==> src/hw/rtl/tlblru_pkg.sv <==
// Package for the four-entry fully associative TLB with LRU replacement.
// Holds field widths, configuration register indexes, reset values and the
// lookup result type shared by the core and the top level. No dependencies.
package tlblru_pkg;

   // Default sizes handed to the top-level parameters.
   localparam int ENTRIES_DEF   = 4;
   localparam int TIME_BITS_DEF = 32;

   // Fixed field widths.
   localparam int VA_W       = 16;
   localparam int PAGE_W     = 4;
   localparam int OFFSET_W   = 12;
   localparam int FRAME_W    = 2;
   localparam int PA_W       = 14;
   localparam int MISS_W     = 16;
   localparam int ENTRY_ID_W = 2;

   localparam logic [MISS_W-1:0] MISS_MAX = '1;

   // Configuration port.
   localparam int FRAME_REGS  = 4;
   localparam int CSR_INDEX_W = 4;
   localparam int CSR_DATA_W  = 8;

   localparam logic [CSR_INDEX_W-1:0] CSR_FRAME_ENTRY0 = 4'd0;
   localparam logic [CSR_INDEX_W-1:0] CSR_FRAME_ENTRY1 = 4'd1;
   localparam logic [CSR_INDEX_W-1:0] CSR_FRAME_ENTRY2 = 4'd2;
   localparam logic [CSR_INDEX_W-1:0] CSR_FRAME_ENTRY3 = 4'd3;

   localparam logic [FRAME_W-1:0] FRAME_ENTRY0_RESET = 2'd2;
   localparam logic [FRAME_W-1:0] FRAME_ENTRY1_RESET = 2'd3;
   localparam logic [FRAME_W-1:0] FRAME_ENTRY2_RESET = 2'd0;
   localparam logic [FRAME_W-1:0] FRAME_ENTRY3_RESET = 2'd1;

   // Outcome of one lookup, passed from the core to the result register.
   typedef struct packed {
      logic                  hit;
      logic [ENTRY_ID_W-1:0] entry;
      logic [MISS_W-1:0]     miss_total;
   } tlblru_result_type;

endpackage

==> src/hw/rtl/tlblru_victim.sv <==
// Replacement victim selection for the TLB: lowest invalid entry, else the
// entry with the smallest timestamp, lowest index on a tie.
// Depends on tlblru_pkg only for the parameter defaults.
module tlblru_victim #(
   parameter int ENTRIES   = tlblru_pkg::ENTRIES_DEF,
   parameter int TIME_BITS = tlblru_pkg::TIME_BITS_DEF,
   localparam int SLOT_W   = $clog2(ENTRIES)
) (
   input  logic [ENTRIES-1:0]   entry_valid,
   input  logic [TIME_BITS-1:0] entry_stamp [ENTRIES],
   output logic [SLOT_W-1:0]    victim
);

   import tlblru_pkg::*;

   localparam int LEAVES = 1 << SLOT_W;
   localparam int NODES  = 2 * LEAVES - 1;
   localparam int KEY_W  = TIME_BITS + 2;

   // Key layout: {absent, valid, stamp}. Invalid entries get key zero so that
   // they win over every valid one; padding leaves never win.
   logic [KEY_W-1:0]  leaf_key [LEAVES];
   logic [KEY_W-1:0]  node_key [NODES];
   logic [SLOT_W-1:0] node_idx [NODES];

   for (genvar i = 0; i < LEAVES; i++) begin : g_leaf
      if (i < ENTRIES) begin : g_real
         assign leaf_key[i] = entry_valid[i] ? {2'b01, entry_stamp[i]} : '0;
      end else begin : g_pad
         assign leaf_key[i] = {2'b10, {TIME_BITS{1'b0}}};
      end
   end

   // Binary tournament tree in heap order; the left child wins ties, which
   // keeps the lowest index.
   always_comb begin
      for (int i = 0; i < LEAVES; i++) begin
         node_key[LEAVES - 1 + i] = leaf_key[i];
         node_idx[LEAVES - 1 + i] = SLOT_W'(i);
      end
      for (int j = LEAVES - 2; j >= 0; j--) begin
         if (node_key[2 * j + 1] <= node_key[2 * j + 2]) begin
            node_key[j] = node_key[2 * j + 1];
            node_idx[j] = node_idx[2 * j + 1];
         end else begin
            node_key[j] = node_key[2 * j + 2];
            node_idx[j] = node_idx[2 * j + 2];
         end
      end
   end

   assign victim = node_idx[0];

endmodule

==> src/hw/rtl/tlblru_core.sv <==
// TLB entry state and lookup: tag compare, victim choice, stamp and counter
// update. Depends on tlblru_pkg and tlblru_victim.
module tlblru_core #(
   parameter int ENTRIES   = tlblru_pkg::ENTRIES_DEF,
   parameter int TIME_BITS = tlblru_pkg::TIME_BITS_DEF
) (
   input  logic                           clock,
   input  logic                           reset,
   input  logic                           lookup_valid,
   input  logic [tlblru_pkg::PAGE_W-1:0]  lookup_page,
   output tlblru_pkg::tlblru_result_type  result
);

   import tlblru_pkg::*;

   localparam int SLOT_W = $clog2(ENTRIES);

   logic [PAGE_W-1:0]    tag_ff   [ENTRIES];
   logic [TIME_BITS-1:0] stamp_ff [ENTRIES];
   logic [ENTRIES-1:0]   valid_ff;
   logic [TIME_BITS-1:0] time_ff;
   logic [MISS_W-1:0]    miss_ff;

   logic [TIME_BITS-1:0] time_in;
   logic [MISS_W-1:0]    miss_in;
   logic [ENTRIES-1:0]   match;
   logic                 hit;
   logic [SLOT_W-1:0]    hit_slot;
   logic [SLOT_W-1:0]    victim;
   logic [SLOT_W-1:0]    slot;

   tlblru_victim #(
      .ENTRIES   (ENTRIES),
      .TIME_BITS (TIME_BITS)
   ) u_victim (
      .entry_valid (valid_ff),
      .entry_stamp (stamp_ff),
      .victim      (victim)
   );

   always_comb begin
      for (int k = 0; k < ENTRIES; k++) begin
         match[k] = valid_ff[k] && (tag_ff[k] == lookup_page);
      end
      hit      = |match;
      hit_slot = '0;
      for (int k = ENTRIES - 1; k >= 0; k--) begin
         if (match[k]) begin
            hit_slot = SLOT_W'(k);
         end
      end
      slot    = hit ? hit_slot : victim;
      time_in = time_ff + (hit ? TIME_BITS'(1) : TIME_BITS'(2));
      miss_in = (!hit && (miss_ff != MISS_MAX)) ? miss_ff + MISS_W'(1) : miss_ff;
   end

   always_ff @(posedge clock) begin
      if (reset) begin
         valid_ff <= '0;
         time_ff  <= '0;
         miss_ff  <= '0;
      end else if (lookup_valid) begin
         valid_ff[slot] <= 1'b1;
         time_ff        <= time_in;
         miss_ff        <= miss_in;
      end
   end

   // Tags and stamps are only read behind a valid bit.
   always_ff @(posedge clock) begin
      if (lookup_valid) begin
         tag_ff[slot]   <= lookup_page;
         stamp_ff[slot] <= time_in;
      end
   end

   assign result.hit        = hit;
   assign result.entry      = ENTRY_ID_W'(slot);
   assign result.miss_total = miss_in;

endmodule

==> src/hw/rtl/tlb_lookup_lru_replace_top.sv <==
// Top level of the fully associative TLB with LRU replacement: command
// register, frame configuration registers and result register.
// Depends on tlblru_pkg and tlblru_core.
//
//   Channel   Ports                                   Transfer when
//   -------   -------------------------------------   -----------------------
//   request   start, busy, req_virtual_address        start && !busy
//   response  rsp_valid, rsp_hit .. rsp_miss_total    rsp_valid (one cycle)
//   config    csr_valid, csr_ready, csr_index/data    csr_valid && csr_ready
//
// One translation is accepted every cycle; busy stays low. A request
// registered in the command register is looked up in the following cycle,
// and its result is captured by the result register and appears on the
// response ports for exactly one cycle. The single lookup stage between the
// command register and the result register sets the rate.
// Synchronous active-high reset clears all entries, the time and miss
// counters and restores the frame registers; the receiver cannot stall.
module tlb_lookup_lru_replace_top #(
   parameter int ENTRIES   = tlblru_pkg::ENTRIES_DEF,
   parameter int TIME_BITS = tlblru_pkg::TIME_BITS_DEF
) (
   input  logic                                clock,
   input  logic                                reset,
   // Request channel.
   input  logic                                start,
   output logic                                busy,
   input  logic [tlblru_pkg::VA_W-1:0]         req_virtual_address,
   // Response channel.
   output logic                                rsp_valid,
   output logic                                rsp_hit,
   output logic [tlblru_pkg::PAGE_W-1:0]       rsp_page_number,
   output logic [tlblru_pkg::OFFSET_W-1:0]     rsp_page_offset,
   output logic [tlblru_pkg::ENTRY_ID_W-1:0]   rsp_entry_used,
   output logic [tlblru_pkg::FRAME_W-1:0]      rsp_frame_number,
   output logic [tlblru_pkg::PA_W-1:0]         rsp_physical_address,
   output logic [tlblru_pkg::MISS_W-1:0]       rsp_miss_total,
   // Configuration channel.
   input  logic                                csr_valid,
   output logic                                csr_ready,
   input  logic [tlblru_pkg::CSR_INDEX_W-1:0]  csr_index,
   input  logic [tlblru_pkg::CSR_DATA_W-1:0]   csr_data
);

   import tlblru_pkg::*;

   // The pipeline never holds off a request or a configuration write.
   assign busy      = 1'b0;
   assign csr_ready = 1'b1;

   logic                req_accept;
   logic                in_valid_ff;
   logic [VA_W-1:0]     va_ff;
   logic [FRAME_W-1:0]  frame_ff [FRAME_REGS];

   tlblru_result_type   lookup;
   logic [FRAME_W-1:0]  frame_in;

   logic                    rsp_valid_ff;
   logic                    rsp_hit_ff;
   logic [PAGE_W-1:0]       rsp_page_ff;
   logic [OFFSET_W-1:0]     rsp_offset_ff;
   logic [ENTRY_ID_W-1:0]   rsp_entry_ff;
   logic [FRAME_W-1:0]      rsp_frame_ff;
   logic [MISS_W-1:0]       rsp_miss_ff;

   assign req_accept = start && !busy;

   // Command register: the virtual address waits here while the core reads
   // and updates its entries.
   always_ff @(posedge clock) begin
      if (reset) begin
         in_valid_ff <= 1'b0;
      end else begin
         in_valid_ff <= req_accept;
      end
   end

   always_ff @(posedge clock) begin
      if (req_accept) begin
         va_ff <= req_virtual_address;
      end
   end

   // Frame registers. Writes to indexes past the last register are dropped,
   // and only the low bits of the data are kept.
   always_ff @(posedge clock) begin
      if (reset) begin
         frame_ff[0] <= FRAME_ENTRY0_RESET;
         frame_ff[1] <= FRAME_ENTRY1_RESET;
         frame_ff[2] <= FRAME_ENTRY2_RESET;
         frame_ff[3] <= FRAME_ENTRY3_RESET;
      end else if (csr_valid && csr_ready) begin
         case (csr_index)
            CSR_FRAME_ENTRY0: frame_ff[0] <= csr_data[FRAME_W-1:0];
            CSR_FRAME_ENTRY1: frame_ff[1] <= csr_data[FRAME_W-1:0];
            CSR_FRAME_ENTRY2: frame_ff[2] <= csr_data[FRAME_W-1:0];
            CSR_FRAME_ENTRY3: frame_ff[3] <= csr_data[FRAME_W-1:0];
            default: begin
            end
         endcase
      end
   end

   tlblru_core #(
      .ENTRIES   (ENTRIES),
      .TIME_BITS (TIME_BITS)
   ) u_core (
      .clock        (clock),
      .reset        (reset),
      .lookup_valid (in_valid_ff),
      .lookup_page  (va_ff[VA_W-1 -: PAGE_W]),
      .result       (lookup)
   );

   // With more than four entries, entry i shares frame register i mod 4; the
   // core already reports the low two bits of the entry index.
   assign frame_in = frame_ff[lookup.entry];

   // Result register: rsp_valid marks each translation for exactly one cycle.
   always_ff @(posedge clock) begin
      if (reset) begin
         rsp_valid_ff <= 1'b0;
      end else begin
         rsp_valid_ff <= in_valid_ff;
      end
   end

   always_ff @(posedge clock) begin
      if (in_valid_ff) begin
         rsp_hit_ff    <= lookup.hit;
         rsp_page_ff   <= va_ff[VA_W-1 -: PAGE_W];
         rsp_offset_ff <= va_ff[OFFSET_W-1:0];
         rsp_entry_ff  <= lookup.entry;
         rsp_frame_ff  <= frame_in;
         rsp_miss_ff   <= lookup.miss_total;
      end
   end

   assign rsp_valid            = rsp_valid_ff;
   assign rsp_hit              = rsp_hit_ff;
   assign rsp_page_number      = rsp_page_ff;
   assign rsp_page_offset      = rsp_offset_ff;
   assign rsp_entry_used       = rsp_entry_ff;
   assign rsp_frame_number     = rsp_frame_ff;
   assign rsp_physical_address = {rsp_frame_ff, rsp_offset_ff};
   assign rsp_miss_total       = rsp_miss_ff;

   // Every accepted request produces its result after the command and result registers.
   a_rsp_follows_req: assert property (@(posedge clock) disable iff (reset)
      req_accept |=> ##1 rsp_valid)
      else $error("accepted request did not produce a result");

   // A miss always leaves a nonzero miss count, saturation included.
   a_miss_counted: assert property (@(posedge clock) disable iff (reset)
      (rsp_valid && !rsp_hit) |-> (rsp_miss_total != '0))
      else $error("miss reported with zero miss count");

   // Back-to-back results: a hit leaves the miss count unchanged.
   a_hit_keeps_count: assert property (@(posedge clock) disable iff (reset)
      (rsp_valid && rsp_hit && $past(rsp_valid)) |->
         (rsp_miss_total == $past(rsp_miss_total)))
      else $error("miss count changed on a hit");

endmodule

==> config.mk <==
export PLATFORM = sky130hd
export DESIGN_NAME = tlb_lookup_lru_replace_top
export DESIGN_NICKNAME = d
export VERILOG_FILES = /design/src/hw/rtl/tlblru_pkg.sv /design/src/hw/rtl/tlblru_victim.sv /design/src/hw/rtl/tlblru_core.sv /design/src/hw/rtl/tlb_lookup_lru_replace_top.sv
export SDC_FILE = /design/constraint.sdc
export NUM_CORES = 1
export LEC_CHECK = 0
export ABC_AREA = 1
export BUFFER_PORTS_ARGS = -buffer_cell sky130_fd_sc_hd__buf_2
export CORE_MARGIN = 2
export CORE_UTILIZATION = 29
export DETAILED_ROUTE_END_ITERATION = 16
export SLEW_MARGIN = 20
export SYNTH_ARGS = -nofsm -noshare
export SYNTH_HDL_FRONTEND = slang
export SYNTH_SLANG_ARGS = --single-unit
==> constraint.sdc <==
create_clock -name clock -period 5.96 [get_ports clock]
set_input_delay 0.596 -clock clock [delete_from_list [all_inputs] [get_ports clock]]
set_output_delay 0.596 -clock clock [all_outputs]
set_load 0.03 [all_outputs]
* Word level (Yosys, flattened, before mapping)
Memories as Yosys holds them, arrays and structs flattened. A register that Yosys moved wholly into a read port is not among the register bits.
Cells that the tools add are included.
** Storage, ports and cells
- Bits in registers :: 233
- Bits in writable memories :: 24
- Bits of input ports :: 32
- Output and inout port bits :: 54
- Word-level logic and storage cells :: 95
- Memories :: 2
** Operators by class
- Add/sub/neg operators :: 2
- Order comparisons :: 7
- Equality and inequality tests :: 8
- Muxes and demuxes :: 45
- Bitwise gates (word level) :: 6
- Reduce and logical (&&, ||, !) cells :: 10
** Memory list
- u_core.tag_ff :: words 4, bits a word 4, read ports 4, clocked after Yosys merged registers in 0, wr ports 1, line tlblru_core.sv:18 : logic [PAGE_W-1:0] tag_ff [ENTRIES];
- frame_ff :: words 4, bits a word 2, read ports 1, clocked after Yosys merged registers in 1, wr ports 4, line tlb_lookup_lru_replace_top.sv:53 : logic [FRAME_W-1:0] frame_ff [FRAME_REGS];
** Operator list (count)
- $mux W33 :: 5
- $bwmux W128 :: 1
- $demux W32 S2 :: 1
- $le A34 B33 Y1 :: 1
- $le A34 B34 Y1 :: 1
- $mux W34 :: 1
- $le A33 B33 Y1 :: 1
- $add A32 B32 Y32 :: 1
- $mux W32 :: 1
- $mux W1 :: 23
- $mux W2 :: 11
- $add A16 B1 Y16 const B :: 1
- $eq A4 B4 Y1 :: 4
- $mux W16 :: 1
- $ne A16 B16 Y1 const B :: 1
- $eq A4 B2 Y1 const B :: 2
- $logic_and A1 B1 Y1 :: 7
- $eq A4 B1 Y1 const B :: 1
- $logic_not A4 Y1 :: 1
- $or A1 B1 Y1 :: 4
- $or A4 B4 Y4 :: 1
- $reduce_or A4 Y1 :: 1
- $ge A3 B3 Y1 const B :: 1
- $lt A2 B3 Y1 const B :: 1
- other kinds (5) :: 5

* Longest topological paths before layout
An unclocked memory read counts as a cell.
- Word-level depth :: 14
- Mapped depth :: 39
- Depth with buffers taken out :: 36

* Cells and area by module
From an unflattened synthesis, not the netlist that was laid out.
** Second synthesis, totals
- Cell total of the unflattened synthesis :: 1714
- Area total of the unflattened synthesis :: 14843.0 um2
** Modules (own cells, without submodules)
- tlblru_core :: times used 1, cells an instance 790, area an instance 8306.7 um2, seq. area each 5365.1 um2
- tlblru_victim :: times used 1, cells an instance 794, area an instance 4306.6 um2, seq. area each 0.0 um2
- tlb_lookup_lru_replace_top :: times used 1, cells an instance 130, area an instance 2229.6 um2, seq. area each 1871.8 um2

* Worst setup path after synthesis
OpenSTA, ideal clock, no wires.
- Path type :: flip-flop to flip-flop
- From :: register, netlist name u_core.valid_ff[1]
- To :: register u_core.stamp_ff[32] (netlist bit) (enable)
- Library setup time :: 0.391 ns
- Arrival :: 4.430 ns
- Data required time :: 5.569 ns
- Path slack :: 1.139 ns
- Stages on the path, launching flop included :: 32
- Buffers on the path :: 3
- Clock period less this slack :: 4.821 ns
- Path through :: dfxtp_1 > clkbuf_1 > clkbuf_1 > nand2_1 > ha_1 > nand2_1 > nor2_1 > nand2_1 > nor2_1 > nand3_1 > nand2_1 > nor2_1 > a21oi_2 > inv_2 > clkbuf_1 > nand2_1 > o21ai_0 > ha_1 > nand2_1 > nor2_1 > nand2_1 > nor2_1 > nand2_1 > nor2_1 > inv_1 > nand2_1 > inv_1 > nand2_1 > nand3_2 > nand2_2 > nand3_1 > inv_1
** RTL lines
- end signal, assigned by index :: line tlblru_core.sv:73 : stamp_ff[slot] <= time_in;
- end, declared :: line tlblru_core.sv:19 : logic [TIME_BITS-1:0] stamp_ff [ENTRIES];

==> metrics.md <==
| Metric | Value |
|---|---|
| Result of the run | `finished, final reports clean` |
| Proportion of synthesized area in mux cells | `0%` |
| # resized after CTS | `0` |
| Data arrival time at the worst-slack endpoint | `between 5000 and 6000 ps` |
| Max Fanout on Critical Path | `38` |
| Hold Path Class | `in -> reg` |
| Number of placement rows | `80` |
| Skew-Pair Late Insertion Delay | `approximately 540 ps` |
| Height of the chip | `between 200 and 250 um` |
| Avg WL per Cell | `13.46 um` |
| Area share of the largest cell type after synthesis | `between 40% and 50%` |
| Final Wtd Congestion | `about 0.84` |
| Number of setup violations in the final report | `0` |
| Post-synthesis sequential area ratio | `about 52%` |
| Synth-to-Final Area Change | `14.33%` |
| Crit path capture type | `flip-flop` |
| Vias | `around 10k` |
| Floorplan die area | `between 0.04 and 0.05 sq mm` |
| Synthesized cell area | `~0.014 sq mm` |
| Number of sinks handled by clock tree synthesis | `259` |
| Number of buffers on the longest clock path | `3` |
| Initial antenna violation count | `0` |
| DRC marker count from the first detailed-route iteration | `between 500 and 600` |
| Library cell used as clock root buffer | `sky130_fd_sc_hd__clkbuf_16` |
| Number of instances in the synthesized netlist | `between 1.5k and 2k` |
| Detailed placement HPWL | `20.57 mm` |
| Minimum clock period | `around 5200 ps` |
| TritonCTS buffer count | `29` |
| H-tree depth | `1` |
| Detailed-router iteration count before antenna repair | `7` |
| Final setup skew | `roughly 16 ps` |
| Number of buffer and inverter stages on the critical path | `5` |
| Critical path data required time | `roughly 6200 ps` |
| Category of the worst setup path launch point | `flip-flop` |
| TritonCTS clock tree | `yes` |
| Vias per cell | `between 4 and 5` |
| Setup repair after global routing missed its margin | `no` |
| Global-route usage over all layers | `about an eighth` |
| Final Slew Violations | `0` |
| Tightest Pin Transition | `around 820 ps` |
| Number of synthesized register bits | `between 200 and 300` |
| Cells taking the most area after synthesis | `sky130_fd_sc_hd__edfxtp_1, sky130_fd_sc_hd__nand2_1, sky130_fd_sc_hd__ha_1` |
| Fraction of final layout cells with drive strength greater than 1 | `10.77%` |
| Delay of the slowest critical-path stage | `~370 ps` |
| Slowest stage cell on the critical path | `sky130_fd_sc_hd__buf_4` |
| Maximum achievable frequency | `approximately 0.19 GHz` |
| DRC violations left | `0` |
| Combinational family with the most area after synthesis | `simple AND/OR/NAND/NOR gates` |
| Simple logic cell fraction of the synthesized area | `roughly 18%` |
| Clock input transition at the sequential cells of the worst setup and hold paths | `around 60 ps` |
| Number of enable-type register cells in the synthesized netlist | `between 200 and 250` |
| Initial core utilization | `about 29%` |
| Ports placed on the boundary | `86` |
| Synthesized area per cell | `between 9 and 10 sq um` |
| Floorplan die width | `222.5 um` |
| Maximum number of pins on one net before global-route repair | `84` |
| Max-cap viol count | `0` |
| Routed wire length | `~30 mm` |
| Final net count | `~1.7k` |
| Most used flip-flop cell after synthesis | `sky130_fd_sc_hd__edfxtp_1` |
| Dominant cell type by area after synthesis | `sky130_fd_sc_hd__edfxtp_1` |
| Period Utilization, post-route | `87.93%` |
| Number of global-route vias before repair | `roughly 10k` |
| Syn nets | `1,673` |
| Category of the most critical setup path | `reg -> reg` |
| Number of failing hold endpoints at the final stage | `0` |
| Buffer count from post-CTS setup fixing | `0` |
| Worst path top cell family by delay | `simple AND/OR/NAND/NOR gates` |
| Proportion of synthesized flip-flops having asynchronous set or reset | `0%` |
| Synth Warn # | `0` |
| Worst hold margin | `between 200 and 250 ps` |
| Count of buffers inserted at the top-level ports | `77` |
| Sum of overflow across all layers after global routing | `0` |
| Final sum of negative setup slack | `0 ps` |
| Distinct cell type count of the synthesized netlist | `43` |
| Synth Area in XOR/XNOR | `under 10%` |
| Wire length of the first global-routing pass | `49.51 mm` |
| Compound-cell area share of the yosys netlist | `9.061%` |
| Arithmetic-cell share of the synthesized area counting full adders, half adders and majority gates | `under 10%` |
| Antenna diodes | `0` |
| Cell with the most instances on the worst path | `sky130_fd_sc_hd__nand2_1` |
| Final ANT Viol Nets | `0` |
| Number of hold buffers added after CTS | `0` |
| CORE AREA | `approximately 0.047 sq mm` |
| Slew headroom | `a little under half` |
[per-stage QoR]
step	cell area (sq um)	setup slack, ps	util, %	cells
global placement	14910	780.8	31.42	2187
detailed placement	14910	676.9	31.42	2187
global route	15840	213.8	33.38	2240
floorplan	13850	1139	-	1538
finish	15840	719.2	33.38	2240
CTS	15840	667.0	33.38	2240
[worst reg2reg max path, delay by kind of cell (launching register included)]
family	cells	cell delay, ps
simple gates	20	2340
buf+inv	5	1290
flops	1	320
fa+ha+maj	2	650
compound gates	2	320
[metal layers]
layer,share of wire [%],vias up,global-route usage [%]
met4,1.9,0,3.139
met1,46,4654,15.16
met3,5.1,49,2.354
met5,0,-,0
met2,47,205,21.68
li1,-,5136,-
[cells by family (layout without fill, tap and decap cells)]
family / Yosys count / count (layout)
other: 2 / 2
and+or+nand+nor: 601 / 601
AOI/OAI and AO/OA: 234 / 234
DFF: 259 / 259
adders and majority gates: 103 / 103
xor gates and xnor gates: 45 / 45
buffers and inverters: 294 / 381
[synthesized netlist by cell type, types with 3 or more instances]
library cell                 n
sky130_fd_sc_hd__edfxtp_1  205
sky130_fd_sc_hd__dfxtp_1    54
sky130_fd_sc_hd__nor2_1    107
sky130_fd_sc_hd__buf_4      16
sky130_fd_sc_hd__nand2_2     3
sky130_fd_sc_hd__buf_2       8
sky130_fd_sc_hd__inv_1     228
sky130_fd_sc_hd__o21ai_2    10
sky130_fd_sc_hd__clkbuf_1   36
sky130_fd_sc_hd__o21ai_0   117
sky130_fd_sc_hd__nand2_4     3
sky130_fd_sc_hd__a21o_1      6
sky130_fd_sc_hd__nand3_1    25
sky130_fd_sc_hd__a21boi_0    4
sky130_fd_sc_hd__xnor2_1    10
sky130_fd_sc_hd__nand2_1   415
sky130_fd_sc_hd__ha_1      102
sky130_fd_sc_hd__a21oi_1    80
sky130_fd_sc_hd__o21bai_1    4
sky130_fd_sc_hd__xor2_1     35
sky130_fd_sc_hd__o21ai_1     9
sky130_fd_sc_hd__nor3_1     15
sky130_fd_sc_hd__nand4_1    14
sky130_fd_sc_hd__nor2_4      4
sky130_fd_sc_hd__nor4_1      4
[layout make-up]
class	instances	area, sq um
clock buffers	44	852.1
clock inverters	9	73.82
fillers	4844	31610
inverters	230	864.6
multi-input cells	985	5431
flip-flops and latches	259	7238
well taps	615	769.5
repair buffers	98	605.6
[state kept, by name, summed over array words and instances (netlist names)]
name,flops
rsp_page_offset,12
u_core.miss_ff,16
rsp_entry_used,2
frame_ff,8
va_ff,16
rsp_valid,1
u_core.tag_ff,16
rsp_frame_number,2
rsp_hit,1
u_core.stamp_ff,128
rsp_miss_total,16
in_valid_ff,1
u_core.time_ff,32
rsp_page_number,4
u_core.valid_ff,4
[cell usage in the layout (no fill, tap or decap), drive strengths merged, types with 5 or more instances in the layout]
master / n
nor3: 17
buf: 98
edfxtp: 205
xnor2: 10
clkbuf: 44
a21oi: 82
dfxtp: 54
a21boi: 5
inv: 229
nor2: 112
ha: 102
nand4: 14
nand3: 27
nand2: 421
clkinv: 8
a21o: 6
o21ai: 136
xor2: 35
[path summary, 6_finish.rpt]
check | from | to | slack (ps) | cells past startpoint
max | u_core.valid_ff[3] | u_core.stamp_ff[120] | 720 | 29
max reg2reg | u_core.valid_ff[3] | u_core.stamp_ff[120] | 720 | 29
min reg2reg | va_ff[4] | rsp_page_offset[4] | 410 | 0
min | req_virtual_address[6] | va_ff[6] | 240 | 1
Power is left out: the tool's default activity adds up to more than one toggle a clock period on the data nets, which glitch-free logic cannot reach.
